[config.mk]
export PLATFORM = sky130hd
export DESIGN_NAME = exclusive_access_monitor
export DESIGN_NICKNAME = d
export VERILOG_FILES = /design/src/design/eam_pkg.sv /design/src/design/eam_cell.sv /design/src/design/exclusive_access_monitor.sv
export SDC_FILE = /design/constraint.sdc
export NUM_CORES = 1
export LEC_CHECK = 0
export BUFFER_PORTS_ARGS = -buffer_cell sky130_fd_sc_hd__clkbuf_2
export CAP_MARGIN = 10
export CORE_MARGIN = 2
export CORE_UTILIZATION = 64
export CTS_CLUSTER_DIAMETER = 120
export DETAILED_ROUTE_END_ITERATION = 10
export GPL_TIMING_DRIVEN = 0
export PLACE_DENSITY = 0.81
export SLEW_MARGIN = 15
export SYNTH_ARGS = -nofsm -noshare
export SYNTH_HDL_FRONTEND = slang
export SYNTH_HIERARCHICAL = 1
export SYNTH_SLANG_ARGS = --single-unit
[constraint.sdc]
create_clock -name clock -period 10.7 [get_ports clock]
set_input_delay 0.535 -clock clock [delete_from_list [all_inputs] [get_ports clock]]
set_output_delay 0.535 -clock clock [all_outputs]
set_load 0.01 [all_outputs]
[src/design/eam_pkg.sv]
`timescale 1ns / 1ps
package eam_pkg;

   localparam int TABLE_DEPTH = 16;
   localparam int MAX_CPUS    = 16;

   localparam int ADDR_W  = 32;
   localparam int WORD_W  = ADDR_W - 2;
   localparam int CPU_W   = (MAX_CPUS > 1) ? $clog2(MAX_CPUS) : 1;
   localparam int COUNT_W = $clog2(TABLE_DEPTH + 1);
   localparam int NCPU_W  = 5;

   localparam logic [ADDR_W-1:0] WORD_MASK = 32'hFFFF_FFFC;

   localparam logic [1:0] CMD_MARK  = 2'd0;
   localparam logic [1:0] CMD_TEST  = 2'd1;
   localparam logic [1:0] CMD_CLEAR = 2'd2;

   localparam logic [1:0] ST_OK         = 2'd0;
   localparam logic [1:0] ST_CLEAR_MISS = 2'd1;
   localparam logic [1:0] ST_OVER_CPUS  = 2'd2;
   localparam logic [1:0] ST_FULL       = 2'd3;

   localparam logic [NCPU_W-1:0] NUM_CPUS_RESET = 5'd4;

   typedef struct packed {
      logic [WORD_W-1:0] word;
      logic [CPU_W-1:0]  owner;
   } eam_entry_type;

   typedef struct packed {
      logic live;
      logic load;
      logic shift;
   } eam_ctrl_type;

endpackage

[src/design/eam_cell.sv]
`timescale 1ns / 1ps
module eam_cell (
   input  logic                   clock,
   input  eam_pkg::eam_ctrl_type  ctrl,
   input  logic [eam_pkg::WORD_W-1:0] word,
   input  logic [eam_pkg::CPU_W-1:0]  cpu,
   input  eam_pkg::eam_entry_type next_entry,
   input  logic                   hit_in,
   input  logic                   own_ok_in,
   output eam_pkg::eam_entry_type entry_out,
   output logic                   hit_out,
   output logic                   own_ok_out
);
   import eam_pkg::*;

   eam_entry_type entry_ff;
   eam_entry_type entry_in;
   logic          match;

   assign match      = ctrl.live && (entry_ff.word == word);
   assign hit_out    = hit_in || match;
   assign own_ok_out = hit_in ? own_ok_in : (match && (entry_ff.owner == cpu));
   assign entry_out  = entry_ff;

   always_comb begin
      entry_in = entry_ff;
      if (ctrl.load) begin
         entry_in.word  = word;
         entry_in.owner = cpu;
      end else if (ctrl.shift && hit_out) begin
         entry_in = next_entry;
      end
   end

   always_ff @(posedge clock) begin
      entry_ff <= entry_in;
   end

endmodule

[src/design/exclusive_access_monitor.sv]
`timescale 1ns / 1ps
// exclusive access monitor: table of reserved word addresses with owning cpu
// request channel (req_*): command, cpu_id and byte address, valid/ready
// response channel (rsp_*): exclusive_fail and status, valid/ready
// csr port: csr_write_enable / csr_write_data set num_cpus, write when idle
// each request beat gives exactly one response beat, registered, in the cycle after accept
// throughput is one beat per cycle while rsp_ready drains each response:
// every table cell compares its entry in parallel and the first-match flag
// ripples along the row of cells, so a mark, test or clear (with
// shift-down of later entries) completes in the accept cycle
// the response sits in an output register; while it waits, a new request
// is taken only in a cycle where rsp_ready drains the old one
// reset (synchronous, active high) empties the table and sets num_cpus to 4;
// the table entries themselves are not cleared, the fill count guards them
module exclusive_access_monitor (
   input  logic                          clock,
   input  logic                          reset,
   input  logic                          req_valid,
   output logic                          req_ready,
   input  logic [1:0]                    req_command,
   input  logic [3:0]                    req_cpu_id,
   input  logic [31:0]                   req_address,
   output logic                          rsp_valid,
   input  logic                          rsp_ready,
   output logic                          rsp_exclusive_fail,
   output logic [1:0]                    rsp_status,
   input  logic                          csr_write_enable,
   input  logic [eam_pkg::NCPU_W-1:0]    csr_write_data
);
   import eam_pkg::*;

   logic [NCPU_W-1:0]  num_cpus_ff;
   logic [COUNT_W-1:0] used_ff;
   logic [COUNT_W-1:0] used_in;
   logic               rsp_valid_ff;
   logic               rsp_valid_in;
   logic               fail_ff;
   logic               fail_in;
   logic [1:0]         status_ff;
   logic [1:0]         status_in;

   logic               accept;
   logic [WORD_W-1:0]  word;
   logic [CPU_W-1:0]   cpu;
   logic               full;
   logic               append;
   logic [COUNT_W-1:0] used_plus;
   logic               hit;

   logic               hit_chain [TABLE_DEPTH+1];
   logic               own_chain [TABLE_DEPTH+1];
   eam_entry_type      entries   [TABLE_DEPTH];
   eam_ctrl_type       ctrl      [TABLE_DEPTH];

   assign accept    = req_valid && req_ready;
   assign req_ready = !rsp_valid_ff || rsp_ready;
   assign word      = WORD_W'((req_address & WORD_MASK) >> 2);
   assign cpu       = CPU_W'(req_cpu_id);
   assign full      = (used_ff >= COUNT_W'(TABLE_DEPTH));
   assign hit       = hit_chain[TABLE_DEPTH];
   assign append    = accept && (req_command == CMD_MARK) && !hit && !full;
   assign used_plus = used_ff + COUNT_W'(1);

   assign hit_chain[0] = 1'b0;
   assign own_chain[0] = 1'b0;

   for (genvar i = 0; i < TABLE_DEPTH; i++) begin : g_cell
      eam_entry_type next_entry;

      if (i == TABLE_DEPTH - 1) begin : g_last
         assign next_entry = entries[i];
      end else begin : g_mid
         assign next_entry = entries[i+1];
      end

      assign ctrl[i].live  = (COUNT_W'(i) < used_ff);
      assign ctrl[i].load  = append && (used_ff == COUNT_W'(i));
      assign ctrl[i].shift = accept && (req_command == CMD_CLEAR);

      eam_cell u_cell (
         .clock      (clock),
         .ctrl       (ctrl[i]),
         .word       (word),
         .cpu        (cpu),
         .next_entry (next_entry),
         .hit_in     (hit_chain[i]),
         .own_ok_in  (own_chain[i]),
         .entry_out  (entries[i]),
         .hit_out    (hit_chain[i+1]),
         .own_ok_out (own_chain[i+1])
      );
   end

   always_comb begin
      used_in   = used_ff;
      fail_in   = fail_ff;
      status_in = status_ff;
      if (accept) begin
         fail_in   = 1'b0;
         status_in = ST_OK;
         case (req_command)
            CMD_MARK: begin
               if (!hit) begin
                  if (full) begin
                     status_in = ST_FULL;
                  end else begin
                     used_in = used_plus;
                     if ({{(7-COUNT_W){1'b0}}, used_plus} >
                         ({2'b00, num_cpus_ff} + 7'd1)) begin
                        status_in = ST_OVER_CPUS;
                     end
                  end
               end
            end
            CMD_TEST: begin
               fail_in = !(hit && own_chain[TABLE_DEPTH]);
            end
            CMD_CLEAR: begin
               if (hit) begin
                  used_in = used_ff - COUNT_W'(1);
               end else begin
                  status_in = ST_CLEAR_MISS;
               end
            end
            default: begin
            end
         endcase
      end
   end

   always_comb begin
      rsp_valid_in = rsp_valid_ff;
      if (accept) begin
         rsp_valid_in = 1'b1;
      end else if (rsp_ready) begin
         rsp_valid_in = 1'b0;
      end
   end

   always_ff @(posedge clock) begin
      if (reset) begin
         num_cpus_ff  <= NUM_CPUS_RESET;
         used_ff      <= '0;
         rsp_valid_ff <= 1'b0;
      end else begin
         if (csr_write_enable) begin
            num_cpus_ff <= csr_write_data;
         end
         used_ff      <= used_in;
         rsp_valid_ff <= rsp_valid_in;
      end
   end

   always_ff @(posedge clock) begin
      fail_ff   <= fail_in;
      status_ff <= status_in;
   end

   assign rsp_valid          = rsp_valid_ff;
   assign rsp_exclusive_fail = fail_ff;
   assign rsp_status         = status_ff;

`ifndef NO_ASSERTIONS
   a_used_bound: assert property (@(posedge clock) disable iff (reset)
      used_ff <= COUNT_W'(TABLE_DEPTH))
      else $error("table count beyond depth");

   a_drop_keeps_count: assert property (@(posedge clock) disable iff (reset)
      (accept && (req_command == CMD_MARK) && full && !hit)
      |=> (used_ff == $past(used_ff)) && (rsp_status == ST_FULL))
      else $error("dropped mark changed the table");

   a_clear_shrinks: assert property (@(posedge clock) disable iff (reset)
      (accept && (req_command == CMD_CLEAR) && hit)
      |=> (used_ff == $past(used_ff) - COUNT_W'(1)))
      else $error("clear hit did not remove an entry");

   a_response_follows: assert property (@(posedge clock) disable iff (reset)
      accept |=> rsp_valid)
      else $error("accepted beat gave no response");
`endif

endmodule
=== After elaboration in Yosys (flattened, before gate mapping) ===
Index checks and enable logic that the tools add are counted.

* Register bits after elaboration: 558
* Output and inout port bits: 5
* Bits in writable memories: 0
* Bits in latches: 0
* Memory bits (read-only): 0
* Bits of input ports: 48
* Memories kept: 0
* Logic and storage cells: 275

* $mul: 0
* Div/mod/pow operators: 0
* Eq/ne operators: 52
* Reduce and logical (&&, ||, !) cells: 109
* Bitwise logic cells: 0
* Muxes and demuxes: 56
* $lt $le $gt $ge: 18
* Shifts and indexed selects: 0
* $add $sub $neg: 3

{| class="wikitable"
|+ Operators with widths
! cell !! count
|-
| 2-to-1 mux 34 bit || 30
|-
| equality test 30 bit || 16
|-
| logical AND 1 bit || 69
|-
| equality test 4 bit || 16
|-
| equality test 5 x 4 -> 1 bit, second input constant || 8
|-
| < comparator 4 x 5 -> 1 bit, first input constant || 8
|-
| nonzero test 2 bit || 17
|-
| equality test 5 x 3 -> 1 bit, second input constant || 4
|-
| < comparator 3 x 5 -> 1 bit, first input constant || 4
|-
| 2-to-1 mux 1 bit || 18
|-
| logical OR 1 bit || 16
|-
| 2-to-1 mux 5 bit || 3
|-
| equality test 5 x 2 -> 1 bit, second input constant || 2
|-
| < comparator 1 x 5 -> 1 bit, first input constant || 2
|-
| < comparator 2 x 5 -> 1 bit, first input constant || 2
|-
| one-hot mux 5 bit (2 select lines) || 1
|-
| adder 5 x 1 -> 6 bit, second input constant || 1
|-
| > comparator 5 x 6 -> 1 bit || 1
|-
| 2-to-1 mux 2 bit || 3
|-
| != test 2 bit, second input constant || 3
|-
| adder 5 x 1 -> 5 bit, second input constant || 1
|-
| equality test 5 x 1 -> 1 bit, second input constant || 1
|-
| >= comparator 5 bit, second input constant || 1
|-
| zero test 5 bit || 1
|-
| other kinds (7) || 10
|}

=== Longest topological paths before layout ===
Gate-level depths: netlist of the first run.

* Depth after elaboration: 22
* Depth in mapped cells: 39
* Gate-level depth less buffers: 38

=== Modules after synthesis ===
The synthesis of the first run kept the hierarchy.

{| class="wikitable"
|+ By module, submodules not included
! module !! cells an instance !! instances !! seq. area each (um2) !! area each (um2)
|-
| eam_cell || 123 || 16 || 1021.0 || 1826.8
|-
| exclusive_access_monitor || 151 || 1 || 310.3 || 1184.9
|}

=== Worst setup path before layout of the first run ===
Ideal clock, no wire load.

* Kind: register -> register
* Start point: register used_ff[3]
* End point: register g_cell[11].u_cell.entry_ff, in the netlist g_cell[11].u_cell/entry_out[0] (enable)
* Required time: 10263 ps
* Data arrival time: 9020 ps
* Cell stages (with the launch flop): 32
* Slack: 1244 ps
* Clock period less this slack: 9456 ps
* Setup time: 437 ps
* Path buffers: 3
* Cell sequence: dfxtp_1 buf_2 nor2_1 inv_1 nor2_1 nand2_1 nand4_1 or4_4 or2b_1 or2b_1 or2b_1 or2b_1 or2b_1 or2b_1 or2b_1 or2b_1 or2b_1 or2b_1 or2b_1 or2b_1 or2b_1 or2b_1 or2b_1 or2b_1 or3_4 nor4b_4 nand3_1 nor2_1 clkbuf_1 buf_1 nor2_1 a21oi_1

{| class="wikitable"
|+ RTL lines
! item !! RTL line !! RTL
|-
| from (decl) || exclusive_access_monitor.sv:33 || <nowiki>logic [COUNT_W-1:0] used_ff;</nowiki>
|-
| from (signal assigned) || exclusive_access_monitor.sv:149 || <nowiki>used_ff <= used_in;</nowiki>
|-
| to (signal assigned) || eam_cell.sv:36 || <nowiki>entry_ff <= entry_in;</nowiki>
|-
| to (decl) || eam_cell.sv:16 || <nowiki>eam_entry_type entry_ff;</nowiki>
|}

==> impl_metrics.tcl, run 1 <==
set metrics [dict create \
    synth_ff_type "edfxtp_1" \
    drc 0 \
    crit_top_cell "or2b_1" \
    ir_worst_vdd_uv 136 \
    period_share_pct 96.5 \
    max_slew_margin_pct 37.8 \
    final_area_um2 33900 \
    drtAntennaViolNets 0 \
    gp_congestion 0.805 \
    utilization_pct 72.6 \
    slew_violations 0 \
    cts_tree "done" \
    htreeDepth 2 \
    grt-ovfl-total 0 \
    avgSynthCellArea_um2 14.4 \
    clk_pin_slew_worst_paths_ns 0.06 \
    synth_top_family_by_area "multiplexers" \
    critPathLaunch "used_ff[4]$_SDFFE_PP0P_" \
    clock_path_buffers 3 \
    area_delta_synth_final_pct 11.6 \
    final_cell_mix "mux2_2 (547), edfxtp_1 (547), xor2_1 (323)" \
    io_buffer_count 49 \
    yosysTopAreaCell "edfxtp_1" \
    first_pass_iters 6 \
    outcome "complete, no violations" \
    yosysWarnings 6 \
    syn_inst 2119 \
    synth_edf_count 547 \
    preCtsSetupSlack_ns 0.139 \
    synth-compound-area-share_pct 1.39 \
    setup_tns_ns 0 \
    yosysTopAreaCellShare_pct 54.0 \
    worst_pin_slew_ns 0.933 \
    clock-root-buffer "clkbuf_16" \
    p_per_area_nw_per_um2 136 \
    dr_total_vias 17200 \
    async_reset_ff_share_pct 0 \
    ys_types 44 \
    core_um2 46800 \
    setup_viol 0 \
    fin_cells 2913 \
    rows 79 \
    dp_cells 2795 \
    power_leakage_nw 11.0 \
    synth-adder-area-share_pct 0.494 \
    r2r-start "used_ff[4]$_SDFFE_PP0P_" \
    placed_cell_area_um2 32100 \
    fmax_mhz 96.9 \
    num_antenna_cells 0 \
    crit_fanout 20 \
    fp.dieArea_um2 49300 \
    drive_gt1_share_pct 33.2 \
    hold_viol 0 \
    netlist_area_um2 30400 \
    cp-start-kind "register" \
    critPathRequiredTime_ns 11.02 \
    drt_iter0_markers 827 \
    p_total_mw 4.61 \
    rr_worst_depth 32 \
    via_per_inst 5.91 \
    cts.sinks 558 \
    synth_area_leaders "edfxtp_1 (54%), mux2_2 (20%), xor2_1 (9.3%)" \
    holdWs_ns 0.150 \
    start_util_pct 65.0 \
    fin_ws_ns 0.377 \
    hpwl_um 44600 \
    synthSimpleGateAreaFrac_pct 6.08 \
    end_kind "register" \
    yosys.area_share.xor_xnor_pct 15.9 \
    cp_slowest_cell "nor4b_4" \
    fin_nets 2317 \
    grt_pass1_vias 18100 \
    critPathMaxStageDelay_ns 0.49 \
    synth_mux_area_share_pct 20.4 \
    rrSetupSlack_ns 0.38 \
    cts_buffers 58 \
    hold_class "primary input to register" \
    grt_pass1_wl_um 96400 \
    track_usage_pct 24.8 \
    die_w_um 222 \
    wirelength_um 61000 \
    min_period_ns 10.32 \
    drv_cap 0 \
    clock_skew_ns 0.0239 \
    ys_ff_latch 558 \
    antenna_found_initial 0 \
    grt_max_degree 33 \
    dieHeight_um 222 \
    io_pins 53 \
    routedWlPerCell_um 20.9 \
    ys_seq_area_share_pct 54.7 \
    r2r-end "g_cell[10].u_cell/entry_out[1]$_DFFE_PP_" \
    crit_arrival_ns 10.64 \
    endpoint "g_cell[10].u_cell/entry_out[1]$_DFFE_PP_" \
    critPathKind "register to register" \
    clkLatencyLatePin_ns 0.62 \
]
## worst max-delay path, delay by kind of cell (launching register included)
family / cells / cell delay, ns
and+or+nand+nor: 26 / 7.77
buffers and inverters: 5 / 1.33
AOI/OAI and AO/OA: 1 / 0.49
DFF: 1 / 0.38
## cell usage after synthesis (6+ instances only)
master	count
a21oi_1	21
buf_1	48
clkbuf_1	18
dfxtp_1	11
edfxtp_1	547
ha_1	12
inv_1	9
mux2_2	547
nand2_1	31
nand3_1	6
nand4_1	80
nor2_1	62
nor4_1	80
o21ai_0	6
o31ai_2	16
or2b_1	18
or4_4	16
xnor2_1	229
xor2_1	323
## layer usage
metal  global-route usage, %  wire length (um)  vias to the layer above
li1                        -                 -                     8223
met1                    28.2             23500                     8526
met5                       0                 0                        -
met3                    2.82              2030                      138
met4                    10.9              2470                        0
met2                    46.9             33000                      319
## cell families after synthesis
family,Yosys count
AOI/OAI and AO/OA,54
xor gates and xnor gates,552
adders and majority gates,12
buffers and inverters,78
DFF,558
muxes,551
other,1
and+or+nand+nor,313
## how the worst min path moves through the flow
| stage | startpoint | endpoint | slack [ns] | cells after the start |
|---|---|---|---|---|
| finish | csr_write_data[2] | num_cpus_ff[2]$_SDFFE_PP1P_ | 0.15 | 2 |
| global route | csr_write_data[2] | num_cpus_ff[2]$_SDFFE_PP1P_ | 0.14 | 2 |
| CTS | csr_write_data[2] | num_cpus_ff[2]$_SDFFE_PP1P_ | 0.12 | 2 |
| detailed placement | num_cpus_ff[1]$_SDFFE_PP0P_ | num_cpus_ff[1]$_SDFFE_PP0P_ | 0.54 | 2 |
| global placement | num_cpus_ff[1]$_SDFFE_PP0P_ | num_cpus_ff[1]$_SDFFE_PP0P_ | 0.52 | 2 |
| floorplan | num_cpus_ff[1]$_SDFFE_PP0P_ | num_cpus_ff[1]$_SDFFE_PP0P_ | 0.49 | 2 |
## layout make-up
class,count,area (um2)
clock inverter,33,210
tap,607,759
timing repair buffer,74,816
multi-input combinational,1487,13700
buffer,69,293
clock buffer,76,1520
fill,2903,12800
inverter,9,33.8
sequential,558,16600
## sequential cells by signal, summed over array words and instances, names as in the netlist
register,count
g_cell.u_cell/entry_out,544
num_cpus_ff,5
rsp_exclusive_fail,1
rsp_status,2
rsp_valid,1
used_ff,5
## power by group
group | leakage [nW] | total [mW] | switching [mW] | internal (mW)
registers | 5.06 | 2.44 | 0.0225 | 2.42
clock network | 0.837 | 1.84 | 0.803 | 1.04
logic | 5.13 | 0.318 | 0.192 | 0.126
total | 11.0 | 4.61 | 1.02 | 3.59
## repair_timing
item,4_1_cts,5_1_grt
gates resized for setup,0,19
hold buffers,0,0
setup buffers,0,9
hold endpoints to repair,0,0
setup endpoints to repair,0,452
Note: power is estimated with default switching activity, not from simulation.
==> inputs of run 2 (changes only) <==
--- a/config.mk
+++ b/config.mk
@@ -8,11 +8,12 @@
 export BUFFER_PORTS_ARGS = -buffer_cell sky130_fd_sc_hd__clkbuf_2
 export CAP_MARGIN = 10
 export CORE_MARGIN = 2
-export CORE_UTILIZATION = 64
+export CORE_UTILIZATION = 66
+export CTS_BUF_LIST = sky130_fd_sc_hd__clkbuf_8
 export CTS_CLUSTER_DIAMETER = 120
 export DETAILED_ROUTE_END_ITERATION = 10
 export GPL_TIMING_DRIVEN = 0
-export PLACE_DENSITY = 0.81
+export PLACE_DENSITY = 0.83
 export SLEW_MARGIN = 15
 export SYNTH_ARGS = -nofsm -noshare
 export SYNTH_HDL_FRONTEND = slang
==> impl_metrics.tcl, run 2 (synthesized netlist as in run 1, its figures left out) <==
set metrics [dict create \
    outcome "complete, no violations" \
    dr_total_vias 17500 \
    preCtsSetupSlack_ns 0.0118 \
    cp_slowest_cell "nor4b_4" \
    rsz0062_at_grt "yes" \
    gp_congestion 0.815 \
    clock_path_buffers 3 \
    num_antenna_cells 0 \
    hold_class "primary input to register" \
    fin_cells 2975 \
    grt_max_degree 33 \
    worst_pin_slew_ns 0.904 \
    clock-root-buffer "clkbuf_8" \
    grt_pass1_wl_um 98000 \
    swShare_pct 23.7 \
    final_cell_mix "mux2_2 (547), edfxtp_1 (547), xor2_1 (323)" \
    io_buffer_count 49 \
    io_pins 53 \
    clock_skew_ns 0.0300 \
    antenna_found_initial 0 \
    drc 0 \
    power_leakage_nw 11.3 \
    critPathLaunch "used_ff[4]$_SDFFE_PP0P_" \
    max_slew_margin_pct 39.7 \
    multi_input_area_um2 13700 \
    grt-ovfl-total 0 \
    drt_iter0_markers 1039 \
    drv_cap 0 \
    clk_pin_slew_worst_paths_ns 0.06 \
    fin_nets 2359 \
    p_total_mw 4.47 \
    p_per_area_nw_per_um2 131 \
    hpwl_um 45400 \
    grt-busiest-layer "met2" \
    routedWlPerCell_um 21.2 \
    drive_gt1_share_pct 34.2 \
    setup_tns_ns 0 \
    internal-power_mw 3.41 \
    critPathMaxStageDelay_ns 0.57 \
    ir_worst_vdd_uv 111 \
    met2_usage_pct 50.2 \
    crit_arrival_ns 10.74 \
    fillers 2749 \
    via_per_inst 5.89 \
    setup_viol 0 \
    crit_top_cell "or2b_1" \
    wirelength_um 63200 \
    track_usage_pct 26.5 \
    regArea_um2 16600 \
    gr-usage-met3_pct 4.52 \
    dieHeight_um 219 \
    die_w_um 219 \
    rows 78 \
    min_period_ns 10.37 \
    end_kind "register" \
    dp_cells 2788 \
    clkLatencyLatePin_ns 0.68 \
    first_pass_iters 5 \
    holdWs_ns 0.0649 \
    fmax_mhz 96.4 \
    slew_violations 0 \
    rr_worst_depth 31 \
    start_util_pct 66.9 \
    rrSetupSlack_ns 0.33 \
    seqPwrFrac_pct 54.7 \
    p_clk_share_pct 38.1 \
    fp.dieArea_um2 47800 \
    cts.sinks 558 \
    fin_ws_ns 0.329 \
    cp-start-kind "register" \
    grt_pass1_vias 18700 \
    core_um2 45500 \
    p_comb_share_pct 7.2 \
    crit_fanout 20 \
    period_share_pct 96.9 \
    critPathKind "register to register" \
    critPathRequiredTime_ns 11.07 \
    grt_use_met1_pct 28.9 \
    cts_buffers 93 \
    endpoint "g_cell[7].u_cell/entry_out[2]$_DFFE_PP_" \
    area_delta_synth_final_pct 11.8 \
    r2r-start "used_ff[4]$_SDFFE_PP0P_" \
    r2r-end "g_cell[7].u_cell/entry_out[2]$_DFFE_PP_" \
    largest_register_ffs 544 \
    hold_viol 0 \
    cts_tree "done" \
    switchingPower_mw 1.06 \
    drtAntennaViolNets 0 \
    htreeDepth 3 \
]
-- run 2: cell types whose count changed in the layout (fill, tap and decap cells not counted), sizes merged --
cell / previous run / this run
inv: 11 / 58
clkbuf: 158 / 183
bufinv: 2 / 0
buf: 61 / 68
clkinv: 28 / 20
-- run 2: how the worst min path moves through the flow --
stage | from | endpoint | slack, ns | depth (start not counted)
after floorplan | num_cpus_ff[1]$_SDFFE_PP0P_ | num_cpus_ff[1]$_SDFFE_PP0P_ | 0.49 | 2
after global routing | csr_write_data[2] | num_cpus_ff[2]$_SDFFE_PP1P_ | 0.03 | 2
after detailed placement | num_cpus_ff[1]$_SDFFE_PP0P_ | num_cpus_ff[1]$_SDFFE_PP0P_ | 0.54 | 2
after global placement | num_cpus_ff[1]$_SDFFE_PP0P_ | num_cpus_ff[1]$_SDFFE_PP0P_ | 0.52 | 2
final | csr_write_data[2] | num_cpus_ff[2]$_SDFFE_PP1P_ | 0.06 | 2
after CTS | csr_write_data[2] | num_cpus_ff[2]$_SDFFE_PP1P_ | 0.01 | 2
-- run 2: repair_timing --
action                     CTS  global route
hold buffers                 0             0
gates resized for setup      0            20
buffers inserted             0            16
setup endpoints to repair    0           496
-- run 2: area by class of cell --
class,count,area share (%)
sequential,558,49.0
timing repair buffer,81,2.78
tap,600,2.21
clock buffer,101,4.09
multi-input combinational,1487,40.2
inverter,9,0.0994
buffer,69,0.861
clock inverter,70,0.810
-- run 2: worst max-delay path: cells and delay by family, from the launching register on --
kind                   cells  cell delay [ns]
AOI/OAI and AO/OA          1             0.50
and+or+nand+nor           25             7.59
DFF                        1             0.38
buffers and inverters      5             1.54
-- run 2: power groups by stage --
stage	clock network [mW]	registers, mW	logic, mW
final	1.70	2.44	0.323
after detailed placement	0	2.49	0.310
after CTS	1.74	2.44	0.313
after floorplan	0	2.49	0.174
after global placement	0	2.49	0.280
after global routing	1.84	2.45	0.348
-- run 2: routing by layer --
layer  routed length, um  up-vias  share of wire (%)
li1                    -     8305                  -
met1               24100     8682                 38
met2               34100      382                 54
met3                2380      157                3.8
met4                2640        0                4.2
met5                   0        -                  0
-- run 2: metrics by stage --
step	utilization (%)	area, um2
finish	74.7	34000
detailed placement	70.5	32000
global route	74.7	34000
CTS	74.1	33700
floorplan	-	30400
global placement	69.1	31400
==> inputs of run 3 (changes only) <==
==> constraint.sdc (replaced) <==
create_clock -name clock -period 10.7 [get_ports clock]
set_input_delay 2.675 -clock clock [delete_from_list [all_inputs] [get_ports clock]]
set_output_delay 2.675 -clock clock [all_outputs]
set_load 0.01 [all_outputs]
==> impl_metrics.tcl, run 3 (synthesized netlist as in run 1, its figures left out) <==
set metrics [dict create \
    crit_fanout 32 \
    worst_pin_slew_ns 0.866 \
    clock-root-buffer "clkbuf_8" \
    drt_iter0_markers 1127 \
    slew_violations 0 \
    placed_cell_area_um2 32000 \
    hold_class "register to register" \
    critPathRequiredTime_ns 11.07 \
    grt-ovfl-total 0 \
    drc 0 \
    end_kind "register" \
    fin_nets 2358 \
    hold_viol 0 \
    setup_tns_ns 0 \
    regArea_um2 16600 \
    cts.sinks 558 \
    crit_cells 31 \
    critPathKind "primary input to register" \
    largest_register_ffs 544 \
    cts_buffers 93 \
    p_total_mw 4.48 \
    drv_cap 0 \
    drtAntennaViolNets 0 \
    die_w_um 219 \
    cp_slowest_cell "or3_4" \
    io_pins 53 \
    power_leakage_nw 11.6 \
    multi_input_area_um2 13700 \
    ir_worst_vdd_uv 111 \
    crit_arrival_ns 10.91 \
    start_util_pct 66.9 \
    track_usage_pct 26.9 \
    first_pass_iters 5 \
    htreeDepth 3 \
    outcome "complete, no violations" \
    cts_hold_buf 0 \
    cts_tree "done" \
    min_period_ns 10.54 \
    max_slew_margin_pct 42.3 \
    via_per_inst 5.90 \
    crit_top_cell "or2b_1" \
    grt_pass1_vias 18900 \
    fp.dieArea_um2 47800 \
    gp_congestion 0.815 \
    preCtsSetupSlack_ns -2.13 \
    dr_total_vias 17600 \
    clock_path_buffers 3 \
    p_per_area_nw_per_um2 130 \
    grt_max_degree 33 \
    whs_path_depth 2 \
    rsz0062_at_grt "yes" \
    rrSetupSlack_ns 1.19 \
    drive_gt1_share_pct 36.4 \
    dieHeight_um 219 \
    setup_viol 0 \
    num_antenna_cells 0 \
    cp-start-kind "primary input" \
    fmax_mhz 94.9 \
    io_buffer_count 49 \
    core_um2 45500 \
    final_cell_mix "mux2_2 (547), edfxtp_1 (547), xor2_1 (323)" \
    critPathMaxStageDelay_ns 0.44 \
    crit_family "simple AND/OR/NAND/NOR gates" \
    hpwl_um 45400 \
    antenna_found_initial 0 \
    fillers 2682 \
    final_area_um2 34400 \
    cp_num_buf_inv 5 \
    fin_ws_ns 0.157 \
    grt_pass1_wl_um 99300 \
    wirelength_um 63700 \
    clk_pin_slew_worst_paths_ns 0.06 \
    rr_worst_depth 33 \
    clock_skew_ns 0.0292 \
    rows 78 \
    routedWlPerCell_um 21.4 \
    clkLatencyLatePin_ns 0.68 \
    period_share_pct 98.5 \
    area_delta_synth_final_pct 13.3 \
]
-- run 3: changes by cell type in the layout (fill, tap and decap cells not counted), moves of 4 or more --
cell / previous run / this run
buf_1: 33 / 4
buf_12: 11 / 19
buf_2: 1 / 23
buf_4: 6 / 19
buf_8: 0 / 12
clkbuf_1: 16 / 2
clkbuf_2: 66 / 34
clkbuf_4: 0 / 12
clkbuf_8: 101 / 106
nor2_1: 62 / 58
-- run 3: worst paths after layout --
| path | startpoint | end |
|---|---|---|
| max | req_address[7] | g_cell[0].u_cell/entry_out[1]$_DFFE_PP_ |
| min | num_cpus_ff[4]$_SDFFE_PP0P_ | num_cpus_ff[4]$_SDFFE_PP0P_ |
| max reg2reg | used_ff[4]$_SDFFE_PP0P_ | g_cell[0].u_cell/entry_out[1]$_DFFE_PP_ |
| min reg2reg | num_cpus_ff[4]$_SDFFE_PP0P_ | num_cpus_ff[4]$_SDFFE_PP0P_ |
-- run 3: area by class of cell --
cell class,instances,area share (%)
Sequential cell,558,48.3
Multi-Input combinational cell,1487,39.8
Clock buffer,101,4.04
Timing Repair Buffer,82,3.63
Tap cell,600,2.18
Buffer,67,1.14
Clock inverter,70,0.799
Inverter,9,0.0981
-- run 3: worst min-delay path, cell delays in order, from the launching register on --
cell and delay (ns):
dfxtp_1 0.34, mux2i_1 0.13, nor2_1 0.05
-- run 3: where the power goes --
group	internal (mW)	total (mW)	switching, mW
combinational	0.140	0.336	0.196
clock	0.863	1.70	0.837
sequential	2.42	2.44	0.0231
-- run 3: metal layers --
layer,vias to the layer above,global-route usage (%),share of wire [%]
met5,-,0,0
met4,0,12.7,4.1
met3,165,4.61,3.5
met2,368,50.8,54
met1,8724,29.1,38
li1,8304,-,-
-- run 3: per-stage QoR --
step	std cells	util [%]	hold WS (ns)
final	2974	75.7	0.571
after global routing	2974	75.7	0.597
after CTS	2973	75.4	0.567
after detailed placement	2788	70.5	0.544
after global placement	2772	69.1	0.516
after floorplan	2123	-	0.488
-- run 3: timing repair --
action	in CTS	in global routing
cloned	0	0
buffers inserted	16	1
pin swaps	16	2
resized for setup	101	89
setup endpoints to repair	1076	976
